===== config.mk =====
export PLATFORM = sky130hd
export DESIGN_NAME = table_tuning_note_to_freq
export DESIGN_NICKNAME = d
export VERILOG_FILES = /design/src/rtl/ttnf_pkg.sv /design/src/rtl/table_tuning_note_to_freq.sv
export SDC_FILE = /design/constraint.sdc
export NUM_CORES = 2
export LEC_CHECK = 0
export BUFFER_PORTS_ARGS = -buffer_cell sky130_fd_sc_hd__buf_4
export CAP_MARGIN = 20
export CORE_UTILIZATION = 25
export DETAILED_ROUTE_END_ITERATION = 12
export PLACE_DENSITY = 0.38
export SKIP_CTS_REPAIR_TIMING = 1
export SYNTH_ARGS = -nofsm -noshare
export SYNTH_HDL_FRONTEND = slang
export SYNTH_SLANG_ARGS = --single-unit

===== constraint.sdc =====
create_clock -name clk -period 8.9 [get_ports clk]
set_clock_uncertainty 0.1 [all_clocks]
set_input_delay 0.445 -clock clk [delete_from_list [all_inputs] [get_ports clk]]
set_output_delay 0.445 -clock clk [all_outputs]
set_load 0.02 [all_outputs]

===== src/rtl/ttnf_pkg.sv =====
// Shared types and constants for the tuning-table note-to-frequency converter.
package ttnf_pkg;

  // Stream and configuration port widths.
  localparam int S_TDATA_W = 48;
  localparam int M_TDATA_W = 32;
  localparam int CFG_IDX_W = 3;
  localparam int CFG_DATA_W = 32;

  // Command codes carried on s_tuser.
  localparam logic CMD_LOAD = 1'b0;
  localparam logic CMD_CONVERT = 1'b1;

  // Configuration register indexes.
  localparam logic [CFG_IDX_W-1:0] REG_NUM_GRADES = 3'd0;
  localparam logic [CFG_IDX_W-1:0] REG_PERIOD_INTERVAL = 3'd1;
  localparam logic [CFG_IDX_W-1:0] REG_INVERSE_INTERVAL = 3'd2;
  localparam logic [CFG_IDX_W-1:0] REG_BASE_FREQUENCY = 3'd3;
  localparam logic [CFG_IDX_W-1:0] REG_BASE_KEY = 3'd4;

  // Register reset values.
  localparam logic [6:0] NUM_GRADES_RST = 7'd12;
  localparam logic [31:0] PERIOD_INTERVAL_RST = 32'd33554432;
  localparam logic [31:0] INVERSE_INTERVAL_RST = 32'd8388608;
  localparam logic [31:0] BASE_FREQUENCY_RST = 32'd17145895;
  localparam logic [6:0] BASE_KEY_RST = 7'd60;

  // Fixed-point constants for Q8.24 products.
  localparam logic [31:0] ONE_Q24 = 32'h0100_0000;
  localparam logic [64:0] HALF_Q24 = 65'h0_0000_0000_0080_0000;

  // The note distance is seven bits, so the divider runs seven steps.
  localparam int DIV_STEPS = 7;

endpackage


===== src/rtl/table_tuning_note_to_freq.sv =====
// Top level of the tuning-table note-to-frequency converter.
//
//  Channel   Direction  Handshake            Payload
//  s_*       in         s_tvalid/s_tready    s_tdata: note, entry_index, entry_ratio; s_tuser: cmd
//  m_*       out        m_tvalid/m_tready    m_tdata: frequency; m_tuser: saturated
//  cfg_*     in         cfg_valid/cfg_ready  cfg_index, cfg_data
//
// A load item gives no result. A convert item passes from acceptance to the
// result register through seven divider steps, a fix-up step, a multiply
// and round pair for each period of the note on the shared 32x32 multiplier
// (the period count is 0 to 127), a table read and two more multiply/round
// pairs. Reset is synchronous and returns the control state and the
// configuration registers to their reset values; the ratio table is not
// cleared. A finished result waits in the output register while the
// block goes on accepting items; a new result waits in its last round stage
// until the output register is free.
module table_tuning_note_to_freq
  import ttnf_pkg::*;
#(
  parameter int TABLE_DEPTH = 64
) (
  input  logic                  clk,
  input  logic                  rst,
  // Input items.
  input  logic                  s_tvalid,
  output logic                  s_tready,
  // s_tdata from bit 0 up: note[6:0], entry_index[12:7], entry_ratio[44:13], zero fill.
  input  logic [S_TDATA_W-1:0]  s_tdata,
  // s_tuser: cmd.
  input  logic                  s_tuser,
  // Result items.
  output logic                  m_tvalid,
  input  logic                  m_tready,
  // m_tdata from bit 0 up: frequency[31:0].
  output logic [M_TDATA_W-1:0]  m_tdata,
  // m_tuser: saturated.
  output logic                  m_tuser,
  // Configuration writes.
  input  logic                  cfg_valid,
  output logic                  cfg_ready,
  input  logic [CFG_IDX_W-1:0]  cfg_index,
  input  logic [CFG_DATA_W-1:0] cfg_data
);

  localparam int AW = (TABLE_DEPTH > 1) ? $clog2(TABLE_DEPTH) : 1;
  localparam logic [8:0] DEPTH_W = 9'(TABLE_DEPTH);

  typedef enum logic [3:0] {
    ST_IDLE,
    ST_DIV,
    ST_FIX,
    ST_POW_MUL,
    ST_POW_RND,
    ST_RD,
    ST_RAT_MUL,
    ST_RAT_RND,
    ST_BF_MUL,
    ST_BF_RND
  } state_t;

  state_t state;

  // Configuration registers.
  logic [6:0]  num_grades;
  logic [31:0] period_interval;
  logic [31:0] inverse_interval;
  logic [31:0] base_frequency;
  logic [6:0]  base_key;

  // Datapath registers.
  logic [6:0]  g_reg;
  logic        neg;
  logic [6:0]  rem;
  logic [6:0]  quo;
  logic [2:0]  step;
  logic [6:0]  grade;
  logic [6:0]  count;
  logic [31:0] acc;
  logic [63:0] prod;
  logic        sat;

  // Ratio table, one synchronous memory.
  logic [31:0] ratio_mem [TABLE_DEPTH];
  logic [31:0] rdata;

  // Input field extraction.
  logic [6:0]  in_note;
  logic [5:0]  in_index;
  logic [31:0] in_ratio;
  assign in_note  = s_tdata[6:0];
  assign in_index = s_tdata[12:7];
  assign in_ratio = s_tdata[44:13];

  assign s_tready  = (state == ST_IDLE);
  assign cfg_ready = 1'b1;

  logic in_fire;
  assign in_fire = s_tvalid && s_tready;

  // Effective grade count: num_grades clamped to one through the table depth.
  logic [6:0] g_eff;
  always_comb begin
    if (num_grades == 7'd0) begin
      g_eff = 7'd1;
    end else if ({2'b00, num_grades} > DEPTH_W) begin
      g_eff = 7'(DEPTH_W);
    end else begin
      g_eff = num_grades;
    end
  end

  // One restoring divider step: shift in the next dividend bit and subtract.
  logic [7:0] rem_sh;
  logic [7:0] rem_diff;
  logic [6:0] rem_next;
  logic [6:0] quo_next;
  always_comb begin
    rem_sh   = {rem, quo[6]};
    rem_diff = rem_sh - {1'b0, g_reg};
    if (rem_sh >= {1'b0, g_reg}) begin
      rem_next = rem_diff[6:0];
      quo_next = {quo[5:0], 1'b1};
    end else begin
      rem_next = rem_sh[6:0];
      quo_next = {quo[5:0], 1'b0};
    end
  end

  // Degree and period count from quotient and remainder. Below the base key
  // the count rounds up and the degree wraps back from the top of the scale.
  logic [6:0] grade_calc;
  logic [6:0] count_calc;
  always_comb begin
    if (neg && (rem != 7'd0)) begin
      grade_calc = g_reg - rem;
      count_calc = quo + 7'd1;
    end else if (neg) begin
      grade_calc = 7'd0;
      count_calc = quo;
    end else begin
      grade_calc = rem;
      count_calc = quo;
    end
  end

  // Shared multiplier operands.
  logic [31:0] mul_a;
  logic [31:0] mul_b;
  always_comb begin
    case (state)
      ST_POW_MUL: begin
        mul_a = acc;
        mul_b = neg ? inverse_interval : period_interval;
      end
      ST_RAT_MUL: begin
        mul_a = rdata;
        mul_b = acc;
      end
      ST_BF_MUL: begin
        mul_a = acc;
        mul_b = base_frequency;
      end
      default: begin
        mul_a = acc;
        mul_b = base_frequency;
      end
    endcase
  end

  // Round half up, drop 24 fraction bits and clamp to 32 bits.
  logic [64:0] rnd_sum;
  logic [40:0] rnd_sh;
  logic [31:0] rnd_val;
  logic        rnd_sat;
  always_comb begin
    rnd_sum = {1'b0, prod} + HALF_Q24;
    rnd_sh  = rnd_sum[64:24];
    rnd_sat = |rnd_sh[40:32];
    rnd_val = rnd_sat ? 32'hFFFF_FFFF : rnd_sh[31:0];
  end

  // Table write and registered read.
  logic          wr_en;
  logic [AW-1:0] wr_addr;
  logic [AW-1:0] rd_addr;
  assign wr_en   = in_fire && (s_tuser == CMD_LOAD) && ({3'b000, in_index} < DEPTH_W);
  assign wr_addr = AW'(in_index);
  assign rd_addr = AW'(grade);

  always_ff @(posedge clk) begin
    if (wr_en) begin
      ratio_mem[wr_addr] <= in_ratio;
    end
    rdata <= ratio_mem[rd_addr];
  end

  always_ff @(posedge clk) begin
    if (rst) begin
      state            <= ST_IDLE;
      m_tvalid         <= 1'b0;
      num_grades       <= NUM_GRADES_RST;
      period_interval  <= PERIOD_INTERVAL_RST;
      inverse_interval <= INVERSE_INTERVAL_RST;
      base_frequency   <= BASE_FREQUENCY_RST;
      base_key         <= BASE_KEY_RST;
    end else begin
      // In the last round stage a taken result is replaced by the new one
      // below, so the output register is only emptied in the other states.
      if (m_tvalid && m_tready && (state != ST_BF_RND)) begin
        m_tvalid <= 1'b0;
      end

      if (cfg_valid) begin
        case (cfg_index)
          REG_NUM_GRADES:       num_grades       <= cfg_data[6:0];
          REG_PERIOD_INTERVAL:  period_interval  <= cfg_data;
          REG_INVERSE_INTERVAL: inverse_interval <= cfg_data;
          REG_BASE_FREQUENCY:   base_frequency   <= cfg_data;
          REG_BASE_KEY:         base_key         <= cfg_data[6:0];
          default: ;
        endcase
      end

      case (state)
        ST_IDLE: begin
          if (in_fire && (s_tuser == CMD_CONVERT)) begin
            g_reg <= g_eff;
            neg   <= (in_note < base_key);
            quo   <= (in_note < base_key) ? (base_key - in_note) : (in_note - base_key);
            rem   <= 7'd0;
            step  <= 3'd0;
            sat   <= 1'b0;
            state <= ST_DIV;
          end
        end
        ST_DIV: begin
          rem  <= rem_next;
          quo  <= quo_next;
          step <= step + 3'd1;
          if (step == 3'(DIV_STEPS - 1)) begin
            state <= ST_FIX;
          end
        end
        ST_FIX: begin
          grade <= grade_calc;
          count <= count_calc;
          acc   <= ONE_Q24;
          state <= (count_calc == 7'd0) ? ST_RD : ST_POW_MUL;
        end
        ST_POW_MUL: begin
          prod  <= 64'(mul_a) * 64'(mul_b);
          state <= ST_POW_RND;
        end
        ST_POW_RND: begin
          acc   <= rnd_val;
          sat   <= sat | rnd_sat;
          count <= count - 7'd1;
          state <= (count == 7'd1) ? ST_RD : ST_POW_MUL;
        end
        ST_RD: begin
          state <= ST_RAT_MUL;
        end
        ST_RAT_MUL: begin
          prod  <= 64'(mul_a) * 64'(mul_b);
          state <= ST_RAT_RND;
        end
        ST_RAT_RND: begin
          acc   <= rnd_val;
          sat   <= sat | rnd_sat;
          state <= ST_BF_MUL;
        end
        ST_BF_MUL: begin
          prod  <= 64'(mul_a) * 64'(mul_b);
          state <= ST_BF_RND;
        end
        ST_BF_RND: begin
          // Hand over only when the output register is empty or emptying.
          if (!m_tvalid || m_tready) begin
            m_tvalid <= 1'b1;
            m_tdata  <= rnd_val;
            m_tuser  <= sat | rnd_sat;
            state    <= ST_IDLE;
          end
        end
        default: begin
          state <= ST_IDLE;
        end
      endcase
    end
  end

  // The partial remainder always stays below the divisor.
  a_rem_below_g: assert property (@(posedge clk) disable iff (rst)
    (state == ST_DIV) |-> (rem < g_reg))
    else $error("divider remainder reached the divisor");

  // The degree read from the table is always inside the scale.
  a_grade_in_scale: assert property (@(posedge clk) disable iff (rst)
    (state == ST_RD) |-> (grade < g_reg))
    else $error("scale degree outside the grade count");

  // A period multiply is only started while periods remain.
  a_count_nonzero: assert property (@(posedge clk) disable iff (rst)
    (state == ST_POW_MUL) |-> (count != 7'd0))
    else $error("period multiply with zero count");

  // Table writes happen only while no conversion is in flight.
  a_write_idle: assert property (@(posedge clk) disable iff (rst)
    wr_en |-> (state == ST_IDLE))
    else $error("table write during a conversion");

  // A result handed over while the output register was full would be lost.
  a_no_overwrite: assert property (@(posedge clk) disable iff (rst)
    (state == ST_BF_RND && m_tvalid && !m_tready) |=> (state == ST_BF_RND))
    else $error("result left the round stage while output was blocked");

endmodule

==> impl_metrics.py <==
metrics = {
    "global_routing": {
        "antenna_found_initial": 42,
        "grt_max_degree": 100,
        "track_usage": 0.168,
        "overflow": 0,
        "first_global_vias": 76400,
        "grt_pass1_wl_um": 589000,
    },
    "detailed_routing": {
        "dr.pass1.iters": 5,
        "drc": 0,
        "ant_nets": 0,
        "wl_um": 418000,
        "viasPerCell": 4.55,
        "drt_iter0_markers": 5110,
        "wl_per_cell_um": 27.0,
        "vias": 70500,
    },
    "floorplan": {
        "rows": 257,
        "core_area_mm2": 0.490,
        "ioPinCount": 125,
        "dieArea_mm2": 0.495,
        "die_x_um": 703,
        "initial_core_util": 0.251,
        "die_h_um": 703,
    },
    "place": {
        "port_buffers": 120,
        "dp_hpwl_um": 283000,
        "gp_congestion": 0.874,
        "dp_cells": 14900,
    },
    "final_layout": {
        "instances_no_fill": 15500,
        "final_nets": 10100,
        "drive_gt1_frac": 0.241,
        "area_delta_synth_final_pct": 20.5,
        "regArea_mm2": 0.0688,
        "final_core_util": 0.303,
        "top_register": "ratio_mem",
        "multi_input_area_mm2": 0.0507,
        "largest_reg_flops": 2048,
        "fillCellCount": 48800,
        "reg_top3": "ratio_mem (2048), prod (41)",
    },
    "run_status": {
        "status": "complete, no violations",
    },
    "critical_path": {
        "slowest_stage": "fa_1",
        "required_ps": 9460,
        "cp-start-kind": "register",
        "endpoint_kind": "register",
        "cp_common_cell": "fa_1",
        "worstSetupPathType": "reg2reg",
        "cp_slowest_stage_delay_ps": 550,
        "critPathMaxFanout": 6,
        "worst_ep_arrival_time_ps": 9380,
    },
    "sta": {
        "rsz0062_at_grt": "true",
        "max_clock_freq_mhz": 113,
        "finalWorstPathRequiredPeriod_ps": 8820,
        "slew_headroom": 0.223,
        "finalCritPeriodShare": 0.991,
        "final-setup-viol-count": 0,
        "report.final.slew_viol_count": 0,
        "tightestPinTransition_ps": 1160,
        "hold_violations": 0,
    },
    "clock_network": {
        "cts_buffers": 282,
        "h-tree-depth": 5,
        "clk_latency_ps": 930,
        "clk_pin_slew_ps": 60,
        "cts_sinks": 2340,
        "max-clock-path-buffers": 4,
        "cts_tree": "built",
        "cts_root_buf": "clkbuf_16",
    },
    "yosys": {
        "synthDistinctLibCells": 69,
        "async_reset_ff_frac": 0,
        "yosysSeqAreaShare": 0.559,
        "syn-num-nets": 9320,
        "synth_ff_type": "edfxtp_1",
        "synthCells": 8041,
        "yosysWarningCount": 0,
        "netlist_area_mm2": 0.123,
        "synth-edff-count": 2193,
        "syn_area_per_cell_um2": 15.3,
        "ys_ff_latch": 2340,
    },
    "worst_hold_path": {
        "hold_path_class": "in2reg",
    },
    "power_and_ir_drop": {
        "powerDensity_mw_per_mm2": 324,
        "p_leak_uw": 0.0533,
        "ir_worst_vdd_uv": 667,
    },
    "flow_run": {
        "drv_cap": 0,
    },
}
-- final timing paths --
path / from / to / slack [ps] / cells past startpoint
setup reg to reg: state[3] / prod[50] / 80 / 31
hold / removal: s_tdata[18] / ratio_mem[54][5] / 10 / 1
setup / recovery: state[3] / prod[50] / 80 / 31
hold reg to reg: inverse_interval[0] / inverse_interval[0] / 350 / 2
-- placed cells by master (no fill, tap or decap), drive strengths merged, types with 224 or more instances in the layout --
| cell | Yosys | final |
|---|---|---|
| clkbuf | 353 | 357 |
| nor2 | 745 | 745 |
| a21oi | 224 | 224 |
| nand2 | 772 | 772 |
| edfxtp | 2193 | 2193 |
| inv | 950 | 964 |
| buf | 70 | 803 |
| mux4 | 664 | 664 |
| fa | 899 | 899 |
| ha | 291 | 291 |
-- power breakdown --
part           switching [µW]  leakage (µW)  internal (µW)
clock                    4760       0.00431           6440
sequential                104        0.0209          12700
combinational           12900        0.0281          11200
-- area by class of cell --
cell class / count / share of cell area
Multi-Input combinational cell: 4328 / 0.342
Tap cell: 6475 / 0.0547
Sequential cell: 2340 / 0.464
Clock inverter: 150 / 0.00959
Antenna cell: 11 / 0.000186
Clock buffer: 351 / 0.0501
Inverter: 950 / 0.0241
Timing Repair Buffer: 877 / 0.0549
-- through the flow --
step	cell area (µm²)	setup slack, ps	TNS (ps)	power, µW	hold WS [ps]
finish	148000	83.0	0	48100	11.4
global route	148000	-139	-1280	51000	6.08
CTS	146000	-610	-6760	46600	-385
detailed placement	137000	-620	-7130	35100	346
global placement	137000	-639	-6750	35100	342
floorplan	123000	11.0	0	23900	332
-- metal layers --
metal / part of all wire / vias to the layer above / wire length [µm] / global-route usage
met5: 0.000031 / - / 13 / 0
li1: - / 30200 / - / -
met4: 0.037 / 2 / 15600 / 0.0545
met3: 0.039 / 541 / 16300 / 0.0210
met2: 0.49 / 1573 / 206000 / 0.288
met1: 0.43 / 38200 / 180000 / 0.220
-- cells by family after synthesis --
| kind of cell | synth area share |
|---|---|
| flip-flops | 0.559 |
| AND/OR/NAND/NOR | 0.0584 |
| buffers and inverters | 0.0420 |
| adder cells (fa/ha/maj) | 0.176 |
| multiplexers | 0.132 |
| AO/OA/AOI/OAI | 0.0251 |
| XOR/XNOR | 0.00719 |
| other | 0.0000305 |
-- worst max-delay path, delay by kind of cell (launching register included) --
| kind | cells | cell delay [ps] |
|---|---|---|
| buffers and inverters | 11 | 1330 |
| adder cells (fa/ha/maj) | 9 | 4300 |
| multiplexers | 1 | 300 |
| XOR/XNOR | 1 | 130 |
| flip-flops | 1 | 330 |
| AND/OR/NAND/NOR | 7 | 1530 |
| AO/OA/AOI/OAI | 2 | 580 |
-- cells in the mapped netlist, types with 17 or more instances --
master	count	area share
a221oi_1	28	0.0020
dfxtp_1	147	0.024
nor2_1	745	0.023
xnor2_1	65	0.0046
nor2b_1	18	0.00092
o21ai_1	17	0.00069
a21oi_1	224	0.0091
and2_1	19	0.00097
or2_2	23	0.0012
ha_1	291	0.030
clkbuf_1	353	0.011
nand2_1	772	0.024
and3_1	18	0.00092
xor2_1	36	0.0026
mux2_2	42	0.0038
buf_1	63	0.0019
edfxtp_1	2193	0.54
nor3_1	23	0.00094
a21o_1	29	0.0018
nand3_1	47	0.0019
inv_1	950	0.029
mux4_2	664	0.12
o21ai_0	59	0.0024
fa_1	899	0.15
mux2i_1	81	0.0066
a221o_1	28	0.0023
nand4_1	37	0.0019
Note: power is estimated with default switching activity, not from simulation.
